$ cat src/rtl/kwl_pkg.sv
// Package for the keyword lexer: character codes, token kinds, result record, keyword tables.
`default_nettype none
package kwl_pkg;

   // saturation limits for lexeme length and line number
   localparam int unsigned MAX_TOKEN_LENGTH = 255;
   localparam int unsigned MAX_LINE_COUNT   = 65535;

   localparam logic [7:0]  RUN_CAP  = (MAX_TOKEN_LENGTH > 255) ? 8'd255 :
                                      8'(MAX_TOKEN_LENGTH);
   localparam logic [15:0] LINE_CAP = (MAX_LINE_COUNT > 65535) ? 16'd65535 :
                                      16'(MAX_LINE_COUNT);

   // field widths
   localparam int CHAR_W = 8;
   localparam int KIND_W = 5;
   localparam int LEN_W  = 8;
   localparam int LINE_W = 16;

   // character codes
   localparam logic [7:0] CH_SEMI   = 8'h3B;
   localparam logic [7:0] CH_PLUS   = 8'h2B;
   localparam logic [7:0] CH_MINUS  = 8'h2D;
   localparam logic [7:0] CH_STAR   = 8'h2A;
   localparam logic [7:0] CH_SLASH  = 8'h2F;
   localparam logic [7:0] CH_LPAREN = 8'h28;
   localparam logic [7:0] CH_RPAREN = 8'h29;
   localparam logic [7:0] CH_LT     = 8'h3C;
   localparam logic [7:0] CH_GT     = 8'h3E;
   localparam logic [7:0] CH_EQ     = 8'h3D;
   localparam logic [7:0] CH_COLON  = 8'h3A;
   localparam logic [7:0] CH_LF     = 8'h0A;
   localparam logic [7:0] CH_TAB    = 8'h09;
   localparam logic [7:0] CH_CR     = 8'h0D;
   localparam logic [7:0] CH_SPACE  = 8'h20;
   localparam logic [7:0] CH_NUL    = 8'h00;

   // token kinds
   localparam logic [4:0] KIND_EOI    = 5'd0;
   localparam logic [4:0] KIND_SEMI   = 5'd1;
   localparam logic [4:0] KIND_PLUS   = 5'd2;
   localparam logic [4:0] KIND_SUB    = 5'd3;
   localparam logic [4:0] KIND_TIMES  = 5'd4;
   localparam logic [4:0] KIND_DIV    = 5'd5;
   localparam logic [4:0] KIND_LP     = 5'd6;
   localparam logic [4:0] KIND_RP     = 5'd7;
   localparam logic [4:0] KIND_LT     = 5'd8;
   localparam logic [4:0] KIND_GT     = 5'd9;
   localparam logic [4:0] KIND_EQ     = 5'd10;
   localparam logic [4:0] KIND_ASSIGN = 5'd11;
   localparam logic [4:0] KIND_NUM    = 5'd12;
   localparam logic [4:0] KIND_ID     = 5'd13;
   localparam logic [4:0] KIND_KW0    = 5'd14;
   localparam logic [4:0] KIND_ERR    = 5'd20;
   localparam logic [4:0] KIND_NONE   = 5'd0;

   localparam int NUM_KW = 6;

   // one result beat
   typedef struct packed {
      logic [KIND_W-1:0] kind;
      logic [LEN_W-1:0]  length;
      logic [LINE_W-1:0] line;
      logic [CHAR_W-1:0] bad;
      logic              last;
   } result_type;

   // keyword lengths: if, then, while, do, begin, end
   function automatic logic [2:0] kw_len(input logic [2:0] idx);
      logic [2:0] len;
      case (idx)
         3'd0:    len = 3'd2;
         3'd1:    len = 3'd4;
         3'd2:    len = 3'd5;
         3'd3:    len = 3'd2;
         3'd4:    len = 3'd5;
         3'd5:    len = 3'd3;
         default: len = 3'd0;
      endcase
      return len;
   endfunction

   // character at position pos of keyword idx, zero past its end
   function automatic logic [7:0] kw_char(input logic [2:0] idx, input logic [2:0] pos);
      logic [39:0] word;
      logic [7:0]  ch;
      case (idx)
         3'd0:    word = {"if", 24'd0};
         3'd1:    word = {"then", 8'd0};
         3'd2:    word = "while";
         3'd3:    word = {"do", 24'd0};
         3'd4:    word = "begin";
         3'd5:    word = {"end", 16'd0};
         default: word = 40'd0;
      endcase
      if (pos > 3'd4) begin
         ch = 8'd0;
      end else begin
         ch = word[8*(4-int'(pos)) +: 8];
      end
      return ch;
   endfunction

   // single-character operator kind, KIND_NONE when not an operator
   function automatic logic [4:0] op_kind(input logic [7:0] c);
      logic [4:0] k;
      unique case (c)
         CH_SEMI:   k = KIND_SEMI;
         CH_PLUS:   k = KIND_PLUS;
         CH_MINUS:  k = KIND_SUB;
         CH_STAR:   k = KIND_TIMES;
         CH_SLASH:  k = KIND_DIV;
         CH_LPAREN: k = KIND_LP;
         CH_RPAREN: k = KIND_RP;
         CH_LT:     k = KIND_LT;
         CH_GT:     k = KIND_GT;
         CH_EQ:     k = KIND_EQ;
         default:   k = KIND_NONE;
      endcase
      return k;
   endfunction

endpackage
`default_nettype wire

$ cat src/rtl/kwl_intf.sv
// Channel interfaces of the keyword lexer: character requests and token responses.
`default_nettype none
interface kwl_req_if
   import kwl_pkg::*;
   ();
   logic              valid;
   logic              ready;
   logic [CHAR_W-1:0] char_byte;
   logic              end_of_input;

   modport source (output valid, output char_byte, output end_of_input, input ready);
   modport sink   (input valid, input char_byte, input end_of_input, output ready);
endinterface

interface kwl_rsp_if
   import kwl_pkg::*;
   ();
   logic              valid;
   logic              ready;
   logic [KIND_W-1:0] token_kind;
   logic [LEN_W-1:0]  token_length;
   logic [LINE_W-1:0] line_number;
   logic [CHAR_W-1:0] bad_char;
   logic              last_of_run;

   modport source (output valid, output token_kind, output token_length,
                   output line_number, output bad_char, output last_of_run,
                   input ready);
   modport sink   (input valid, input token_kind, input token_length,
                   input line_number, input bad_char, input last_of_run,
                   output ready);
endinterface
`default_nettype wire

$ cat src/rtl/keyword_lexer_tokenizer.sv
// Keyword lexer top level: streaming tokenizer with a four-entry token queue.
//
// req_chan takes one source byte per beat (or an end-of-input mark); rsp_chan
// gives tokens (kind, length, line, offending byte, last-of-run flag). A byte
// causes zero, one or two tokens. Lexer state is updated in the cycle of the
// accepting edge and the tokens enter the queue at that edge, so a token is
// offered on rsp_chan, from the queue, once the tokens ahead of it are taken.
// Throughput: one byte per cycle while the queue has room. The queue holds
// four tokens and req_chan is ready while at most two are waiting, so with a
// receiver that takes a token every cycle bytes flow at full rate; only bursts
// of two-token bytes fill the queue and then hold off req_chan until tokens are taken.
// When the receiver stalls, the queue fills and req_chan drops ready; no token
// is lost or repeated. Synchronous reset empties the queue, returns the lexer
// to idle at the start of a line with the line count at zero.
`default_nettype none
module keyword_lexer_tokenizer
   import kwl_pkg::*;
(
   input  wire          clock,
   input  wire          reset,
   kwl_req_if.sink      req_chan,
   kwl_rsp_if.source    rsp_chan
);

   typedef enum logic [1:0] {
      MODE_IDLE  = 2'd0,
      MODE_NUM   = 2'd1,
      MODE_ID    = 2'd2,
      MODE_COLON = 2'd3
   } mode_type;

   // lexer state
   mode_type           mode_ff,  mode_in;
   logic [LEN_W-1:0]   run_ff,   run_in;
   logic [NUM_KW-1:0]  kw_ff,    kw_in;
   logic [LINE_W-1:0]  line_ff,  line_in;
   logic               als_ff,   als_in;
   logic               lead_ff,  lead_in;

   // token queue
   result_type         queue_ff [4];
   logic [1:0]         wr_ptr_ff, rd_ptr_ff;
   logic [2:0]         count_ff;

   result_type         res [2];
   logic [1:0]         n_res;
   logic               done;
   logic [7:0]         c;
   logic               accept;
   logic               pop;
   logic               is_digit, is_letter, is_space;
   logic [4:0]         op;

   // completes the pending run or colon
   function automatic result_type flush_tok(input mode_type   mode,
                                            input logic [7:0] run,
                                            input logic [5:0] kw,
                                            input logic [15:0] line);
      result_type r;
      r = '{kind: KIND_ID, length: run, line: line, bad: 8'd0, last: 1'b0};
      case (mode)
         MODE_NUM: begin
            r.kind = KIND_NUM;
         end
         MODE_ID: begin
            // lowest-numbered matching keyword wins
            for (int i = NUM_KW - 1; i >= 0; i--) begin
               if (kw[i] && run == {5'd0, kw_len(3'(i))}) begin
                  r.kind = 5'(KIND_KW0 + 5'(i));
               end
            end
         end
         MODE_COLON: begin
            r.kind   = KIND_ERR;
            r.length = 8'd1;
            r.bad    = CH_COLON;
         end
         default: begin
            r.kind = KIND_NONE;
         end
      endcase
      return r;
   endfunction

   assign c         = req_chan.char_byte;
   assign is_digit  = (c >= "0") && (c <= "9");
   assign is_letter = ((c >= "a") && (c <= "z")) || ((c >= "A") && (c <= "Z"));
   assign is_space  = (c == CH_SPACE) || ((c >= CH_TAB) && (c <= CH_CR));
   assign op        = op_kind(c);

   assign req_chan.ready = (count_ff <= 3'd2);
   assign accept         = req_chan.valid && req_chan.ready;
   assign pop            = rsp_chan.valid && rsp_chan.ready;

   // next lexer state and the tokens this beat causes
   always_comb begin
      mode_in = mode_ff;
      run_in  = run_ff;
      kw_in   = kw_ff;
      line_in = line_ff;
      als_in  = als_ff;
      lead_in = lead_ff;
      res[0]  = '0;
      res[1]  = '0;
      n_res   = 2'd0;
      done    = 1'b0;

      if (req_chan.end_of_input) begin
         if (mode_ff != MODE_IDLE) begin
            res[0] = flush_tok(mode_ff, run_ff, kw_ff, line_ff);
            n_res  = 2'd1;
         end
         res[n_res[0]] = '{kind: KIND_EOI, length: 8'd0, line: line_ff, bad: 8'd0,
                           last: 1'b0};
         n_res   = n_res + 2'd1;
         mode_in = MODE_IDLE;
         run_in  = 8'd0;
         kw_in   = '0;
         als_in  = 1'b1;
         lead_in = 1'b1;
      end else if (c != CH_NUL) begin
         // new line begins
         if (als_ff) begin
            if (line_ff < LINE_CAP) begin
               line_in = line_ff + 16'd1;
            end
            als_in  = 1'b0;
            lead_in = 1'b1;
         end

         // leading white space is skipped
         if (lead_in) begin
            if (c == CH_LF) begin
               als_in = 1'b1;
               done   = 1'b1;
            end else if (is_space) begin
               done = 1'b1;
            end else begin
               lead_in = 1'b0;
            end
         end

         // extend or close a pending run
         if (!done) begin
            unique case (mode_ff)
               MODE_IDLE: begin
               end
               MODE_NUM: begin
                  if (is_digit) begin
                     run_in = (run_ff < RUN_CAP) ? run_ff + 8'd1 : run_ff;
                     done   = 1'b1;
                  end else begin
                     res[0]  = flush_tok(mode_ff, run_ff, kw_ff, line_in);
                     n_res   = 2'd1;
                     mode_in = MODE_IDLE;
                     run_in  = 8'd0;
                     kw_in   = '0;
                  end
               end
               MODE_ID: begin
                  if (is_digit || is_letter) begin
                     for (int i = 0; i < NUM_KW; i++) begin
                        if (run_ff >= {5'd0, kw_len(3'(i))} ||
                            kw_char(3'(i), run_ff[2:0]) != c) begin
                           kw_in[i] = 1'b0;
                        end
                     end
                     run_in = (run_ff < RUN_CAP) ? run_ff + 8'd1 : run_ff;
                     done   = 1'b1;
                  end else begin
                     res[0]  = flush_tok(mode_ff, run_ff, kw_ff, line_in);
                     n_res   = 2'd1;
                     mode_in = MODE_IDLE;
                     run_in  = 8'd0;
                     kw_in   = '0;
                  end
               end
               MODE_COLON: begin
                  mode_in = MODE_IDLE;
                  if (c == CH_EQ) begin
                     res[0] = '{kind: KIND_ASSIGN, length: 8'd2, line: line_in,
                                bad: 8'd0, last: 1'b0};
                     n_res  = 2'd1;
                     done   = 1'b1;
                  end else begin
                     res[0] = '{kind: KIND_ERR, length: 8'd1, line: line_in,
                                bad: CH_COLON, last: 1'b0};
                     n_res  = 2'd1;
                  end
               end
            endcase
         end

         // classify the byte itself
         if (!done) begin
            if (op != KIND_NONE) begin
               res[n_res[0]] = '{kind: op, length: 8'd1, line: line_in, bad: 8'd0,
                                 last: 1'b0};
               n_res = n_res + 2'd1;
            end else if (is_digit) begin
               mode_in = MODE_NUM;
               run_in  = 8'd1;
            end else if (is_letter) begin
               mode_in = MODE_ID;
               run_in  = 8'd1;
               for (int i = 0; i < NUM_KW; i++) begin
                  kw_in[i] = (kw_char(3'(i), 3'd0) == c);
               end
            end else if (c == CH_COLON) begin
               mode_in = MODE_COLON;
            end else if (c == CH_SPACE || c == CH_TAB) begin
               // separator
            end else if (c == CH_LF) begin
               als_in  = 1'b1;
               lead_in = 1'b1;
            end else begin
               res[n_res[0]] = '{kind: KIND_ERR, length: 8'd1, line: line_in, bad: c,
                                 last: 1'b0};
               n_res = n_res + 2'd1;
            end
         end
      end

      // flag the last token of this beat
      if (n_res == 2'd2) begin
         res[1].last = 1'b1;
      end else if (n_res == 2'd1) begin
         res[0].last = 1'b1;
      end
   end

   // lexer state and queue control
   always_ff @(posedge clock) begin
      if (reset) begin
         mode_ff   <= MODE_IDLE;
         run_ff    <= 8'd0;
         kw_ff     <= '0;
         line_ff   <= 16'd0;
         als_ff    <= 1'b1;
         lead_ff   <= 1'b1;
         wr_ptr_ff <= 2'd0;
         rd_ptr_ff <= 2'd0;
         count_ff  <= 3'd0;
      end else begin
         if (accept) begin
            mode_ff   <= mode_in;
            run_ff    <= run_in;
            kw_ff     <= kw_in;
            line_ff   <= line_in;
            als_ff    <= als_in;
            lead_ff   <= lead_in;
            wr_ptr_ff <= wr_ptr_ff + n_res;
         end
         if (pop) begin
            rd_ptr_ff <= rd_ptr_ff + 2'd1;
         end
         count_ff <= count_ff + (accept ? {1'b0, n_res} : 3'd0) - {2'd0, pop};
      end
   end

   // queue storage
   always_ff @(posedge clock) begin
      if (accept && n_res != 2'd0) begin
         queue_ff[wr_ptr_ff] <= res[0];
      end
      if (accept && n_res == 2'd2) begin
         queue_ff[wr_ptr_ff + 2'd1] <= res[1];
      end
   end

   // head of queue drives the response channel
   assign rsp_chan.valid        = (count_ff != 3'd0);
   assign rsp_chan.token_kind   = queue_ff[rd_ptr_ff].kind;
   assign rsp_chan.token_length = queue_ff[rd_ptr_ff].length;
   assign rsp_chan.line_number  = queue_ff[rd_ptr_ff].line;
   assign rsp_chan.bad_char     = queue_ff[rd_ptr_ff].bad;
   assign rsp_chan.last_of_run  = queue_ff[rd_ptr_ff].last;

endmodule
`default_nettype wire
$ cat src/flat_wrapper.sv
// flat-port wrapper written by rule: the top's interface ports become plain ports
module keyword_lexer_tokenizer_flat import kwl_pkg::*;
  (clock, reset, req_chan_valid, req_chan_char_byte, req_chan_end_of_input, req_chan_ready, rsp_chan_valid, rsp_chan_token_kind, rsp_chan_token_length, rsp_chan_line_number, rsp_chan_bad_char, rsp_chan_last_of_run, rsp_chan_ready);
  kwl_req_if req_chan_i ();
  kwl_rsp_if rsp_chan_i ();
  input  wire clock;
  input  wire reset;
  input wire logic [$bits(req_chan_i.valid)-1:0] req_chan_valid;
  input wire logic [$bits(req_chan_i.char_byte)-1:0] req_chan_char_byte;
  input wire logic [$bits(req_chan_i.end_of_input)-1:0] req_chan_end_of_input;
  output wire logic [$bits(req_chan_i.ready)-1:0] req_chan_ready;
  output wire logic [$bits(rsp_chan_i.valid)-1:0] rsp_chan_valid;
  output wire logic [$bits(rsp_chan_i.token_kind)-1:0] rsp_chan_token_kind;
  output wire logic [$bits(rsp_chan_i.token_length)-1:0] rsp_chan_token_length;
  output wire logic [$bits(rsp_chan_i.line_number)-1:0] rsp_chan_line_number;
  output wire logic [$bits(rsp_chan_i.bad_char)-1:0] rsp_chan_bad_char;
  output wire logic [$bits(rsp_chan_i.last_of_run)-1:0] rsp_chan_last_of_run;
  input wire logic [$bits(rsp_chan_i.ready)-1:0] rsp_chan_ready;
  assign req_chan_i.valid = req_chan_valid;
  assign req_chan_i.char_byte = req_chan_char_byte;
  assign req_chan_i.end_of_input = req_chan_end_of_input;
  assign req_chan_ready = req_chan_i.ready;
  assign rsp_chan_valid = rsp_chan_i.valid;
  assign rsp_chan_token_kind = rsp_chan_i.token_kind;
  assign rsp_chan_token_length = rsp_chan_i.token_length;
  assign rsp_chan_line_number = rsp_chan_i.line_number;
  assign rsp_chan_bad_char = rsp_chan_i.bad_char;
  assign rsp_chan_last_of_run = rsp_chan_i.last_of_run;
  assign rsp_chan_i.ready = rsp_chan_ready;
  keyword_lexer_tokenizer u_core (.clock(clock), .reset(reset), .req_chan(req_chan_i), .rsp_chan(rsp_chan_i));
endmodule
$ cat config.mk
export PLATFORM = sky130hd
export DESIGN_NAME = keyword_lexer_tokenizer_flat
export DESIGN_NICKNAME = d
export VERILOG_FILES = /design/src/rtl/kwl_pkg.sv /design/src/rtl/kwl_intf.sv /design/src/rtl/keyword_lexer_tokenizer.sv /design/src/flat_wrapper.sv
export SDC_FILE = /design/constraint.sdc
export NUM_CORES = 1
export LEC_CHECK = 0
export BUFFER_PORTS_ARGS = -buffer_cell sky130_fd_sc_hd__buf_2
export CAP_MARGIN = 10
export CORE_MARGIN = 5
export CORE_UTILIZATION = 39
export DETAILED_ROUTE_END_ITERATION = 12
export SLEW_MARGIN = 40
export SYNTH_ARGS = -nofsm -noshare
export SYNTH_HDL_FRONTEND = slang
export SYNTH_SLANG_ARGS = --single-unit
$ cat constraint.sdc
create_clock -name clock -period 18 [get_ports clock]
set_input_delay 1.8 -clock clock [delete_from_list [all_inputs] [get_ports clock]]
set_output_delay 1.8 -clock clock [all_outputs]
set_load 0.05 [all_outputs]
==> impl_metrics.toml <==
[detailed_routing]
num_vias = 8601
routed_wl_um = 30180
drt_iter0_markers = 736
viasPerCell = 5.944
drc = 0
wl_per_cell_um = 20.85
antenna_left = 0
first_pass_iters = 5

[timing]
setup_viol = 0
worst_slew_pin_slew_ps = 834.3
skew_ps = 23.97
slew_violations = 0
fin_crit_sh_pct = 34.39
hold_viol = 0
fin_crit_ps = 6190
slew_headroom_pct = 43.92
fmax_mhz = 161.5
setup_ws_ps = 11810
rsz0062_at_grt = "false"
fin_setup_tns_ps = 0

[logic_synthesis]
synthFlopType = "edfxtp_1"
yosysSeqAreaShare_pct = 48.74
synthesis.area_um2 = 11130
yosysTopAreaCell = "edfxtp_1"
synth_edf_count = 152
postSynthAreaPerCell_um2 = 10.71
postSynth.asyncResetShare_pct = 0
synth-seq-cells = 195
netlist_instances = 1039
synth_top_area_share_pct = 41.00
syn_nets = 1068
synth_cell_types = 86
synth_area_leaders = "edfxtp_1 41%, dfxtp_1 7.7%, mux4_2 7.7%, nor2_1 3.9%, o21ai_0 2.7%"
yosys_warnings = 0

[min_path]
hold_class = "reg -> reg"

[clock_tree]
cts_buffers = 17
cts_root_buf = "clkbuf_16"
post_cts_resized = 0
h-tree-depth = 4
cts_buffer_depth = 2
cts_tree = "done"
clk_pin_slew_ps = 90
clock_latency_ps = 450
clock_sinks = 195
post_cts_buffers = 0
holdBufCountCts = 0

[final_layout]
nFillCells = 2636
mostFrequentLayoutCells = "152 x edfxtp_1, 114 x nor2_1, 73 x nand2_1"
fin_nets = 1085
insertedDiodeCount = 0
final_common_cell = "edfxtp_1"
area_growth_pct = 11.51
drive_above_1_share_pct = 16.18

[power_and_ir_drop]
p_leak_nw = 4.443
peakVddDrop_uv = 70.99
powerDensity_nw_per_um2 = 109.1

[worst_setup_path]
cp_top_family = "simple AND/OR/NAND/NOR gates"
cp-end-kind = "flip-flop"
critPathRequiredTime_ps = 18070
crit_arrival_ps = 6260
cp_max_fo = 34
worstPathCellList = "buf_2 -> nor2_1 -> a31oi_1 -> nand4_1 -> nor4_4 -> nand2_1 -> nor4b_1 -> buf_4 -> nor4_4 -> buf_4"
cp_num_buf_inv = 3
critPathSlowestCell = "nor4_4"
critPathKind = "in -> reg"
cp-start-kind = "primary input"
slowest_delay_ps = 730

[floorplan]
io_pins = 53
core_area_um2 = 28010
die_area_um2 = 32020
die_h_um = 178.9
start_util_pct = 39.74
core.rowCount = 61
die_w_um = 178.9

[global_route]
grt_pass1_vias = 8363
grt_remaining_overflow = 0
antenna_found_initial = 1
grt_max_degree = 39
grt_first_pass_wirelength_um = 47500
track_usage_pct = 19.19

[placement]
gp_congestion = 0.9416
pre_cts_ws_ps = 11360
port_buffers = 52
hpwl_um = 21060

[job]
maxCapViolations = 0

[run_status]
status = "finished, final reports clean"
-- cell type report --
| cell class | count | area, µm² | area share [%] |
|---|---|---|---|
| sequential | 195 | 5430 | 43.75 |
| multi-input combinational | 753 | 5423 | 43.68 |
| tap | 378 | 473.0 | 3.810 |
| clock buffer | 17 | 425.4 | 3.427 |
| timing repair buffer | 62 | 339.1 | 2.732 |
| clock inverter | 15 | 221.5 | 1.784 |
| inverter | 27 | 101.3 | 0.8164 |
-- Yosys cell counts (11+ instances only) --
cell type	count
a21oi_1	46
a22o_1	11
a31oi_1	21
and2_1	22
and3_1	19
clkbuf_1	45
dfxtp_1	43
edfxtp_1	152
ha_1	15
inv_1	27
mux2i_1	15
mux4_2	38
nand2_1	73
nand3_1	36
nand4_1	16
nor2_1	115
nor3_1	26
o21ai_0	59
o2bb2ai_1	17
or3_1	13
xnor2_1	14
xor2_1	17
-- power breakdown --
group	total [mW]	switching (mW)	internal, mW
clock	0.408	0.202	0.206
combinational	0.409	0.282	0.127
sequential	0.538	0.0200	0.518
-- logic make-up (layout without fill, tap and decap cells) --
kind of cell             count (synthesis)  after routing  synth area share, %
adder cells (fa/ha/maj)                 16             16                1.866
AND/OR/NAND/NOR                        389            389                17.92
buffers and inverters                   91            121                3.192
XOR/XNOR                                31             31                2.439
flip-flops                             195            195                48.74
multiplexers                            54             54                9.138
AO/OA/AOI/OAI                          263            263                16.71
-- per-layer routing --
layer  vias to the layer above  global-route usage, %  wire length [µm]
met2                       318                  30.16             13830
met5                         -                      0                13
met3                        47                  2.973              2007
li1                       4035                      -                 -
met1                      4199                  27.42             13730
met4                         2                  5.884               592
-- state kept, by name (all words and copies together) (netlist names), named ones only --
register / count
u_core.als_ff: 1
u_core.kw_ff: 6
u_core.line_ff: 16
u_core.mode_ff: 2
u_core.rd_ptr_ff: 2
u_core.wr_ptr_ff: 2
u_core.queue_ff: 152
u_core.run_ff: 8
u_core.lead_ff: 1
u_core.count_ff: 3
-- worst min-delay path, cell delays in order (launching register included) --
cell     delay [ps]
dfxtp_1         320
inv_1            40
o21ai_0          70
-- through the flow --
step / utilization [%] / hold WS (ps) / power, mW / instance area, µm² / std cells
final: 44.32 / 482.2 / 1.355 / 12410 / 1447
after global routing: 44.32 / 522.2 / 1.413 / 12410 / 1447
after CTS: 44.25 / 485.3 / 1.369 / 12400 / 1447
after detailed placement: 41.94 / 473.6 / 0.9622 / 11750 / 1415
after global placement: 41.85 / 461.6 / 0.9594 / 11720 / 1415
after floorplan: - / 440.0 / 0.8656 / 11130 / 1039
-- worst paths after layout --
path	start	slack [ps]	cells after the start	endpoint
max	req_chan_char_byte[2]	11810	10	u_core.queue_ff[1][23]$_DFFE_PP_
max reg2reg	u_core.mode_ff[0]$_SDFFE_PP0P_	13490	11	u_core.queue_ff[1][23]$_DFFE_PP_
min	u_core.kw_ff[3]$_SDFFE_PP0P_	480	2	u_core.kw_ff[3]$_SDFFE_PP0P_
min reg2reg	u_core.kw_ff[3]$_SDFFE_PP0P_	480	2	u_core.kw_ff[3]$_SDFFE_PP0P_
(Power assumes the default switching activity.)
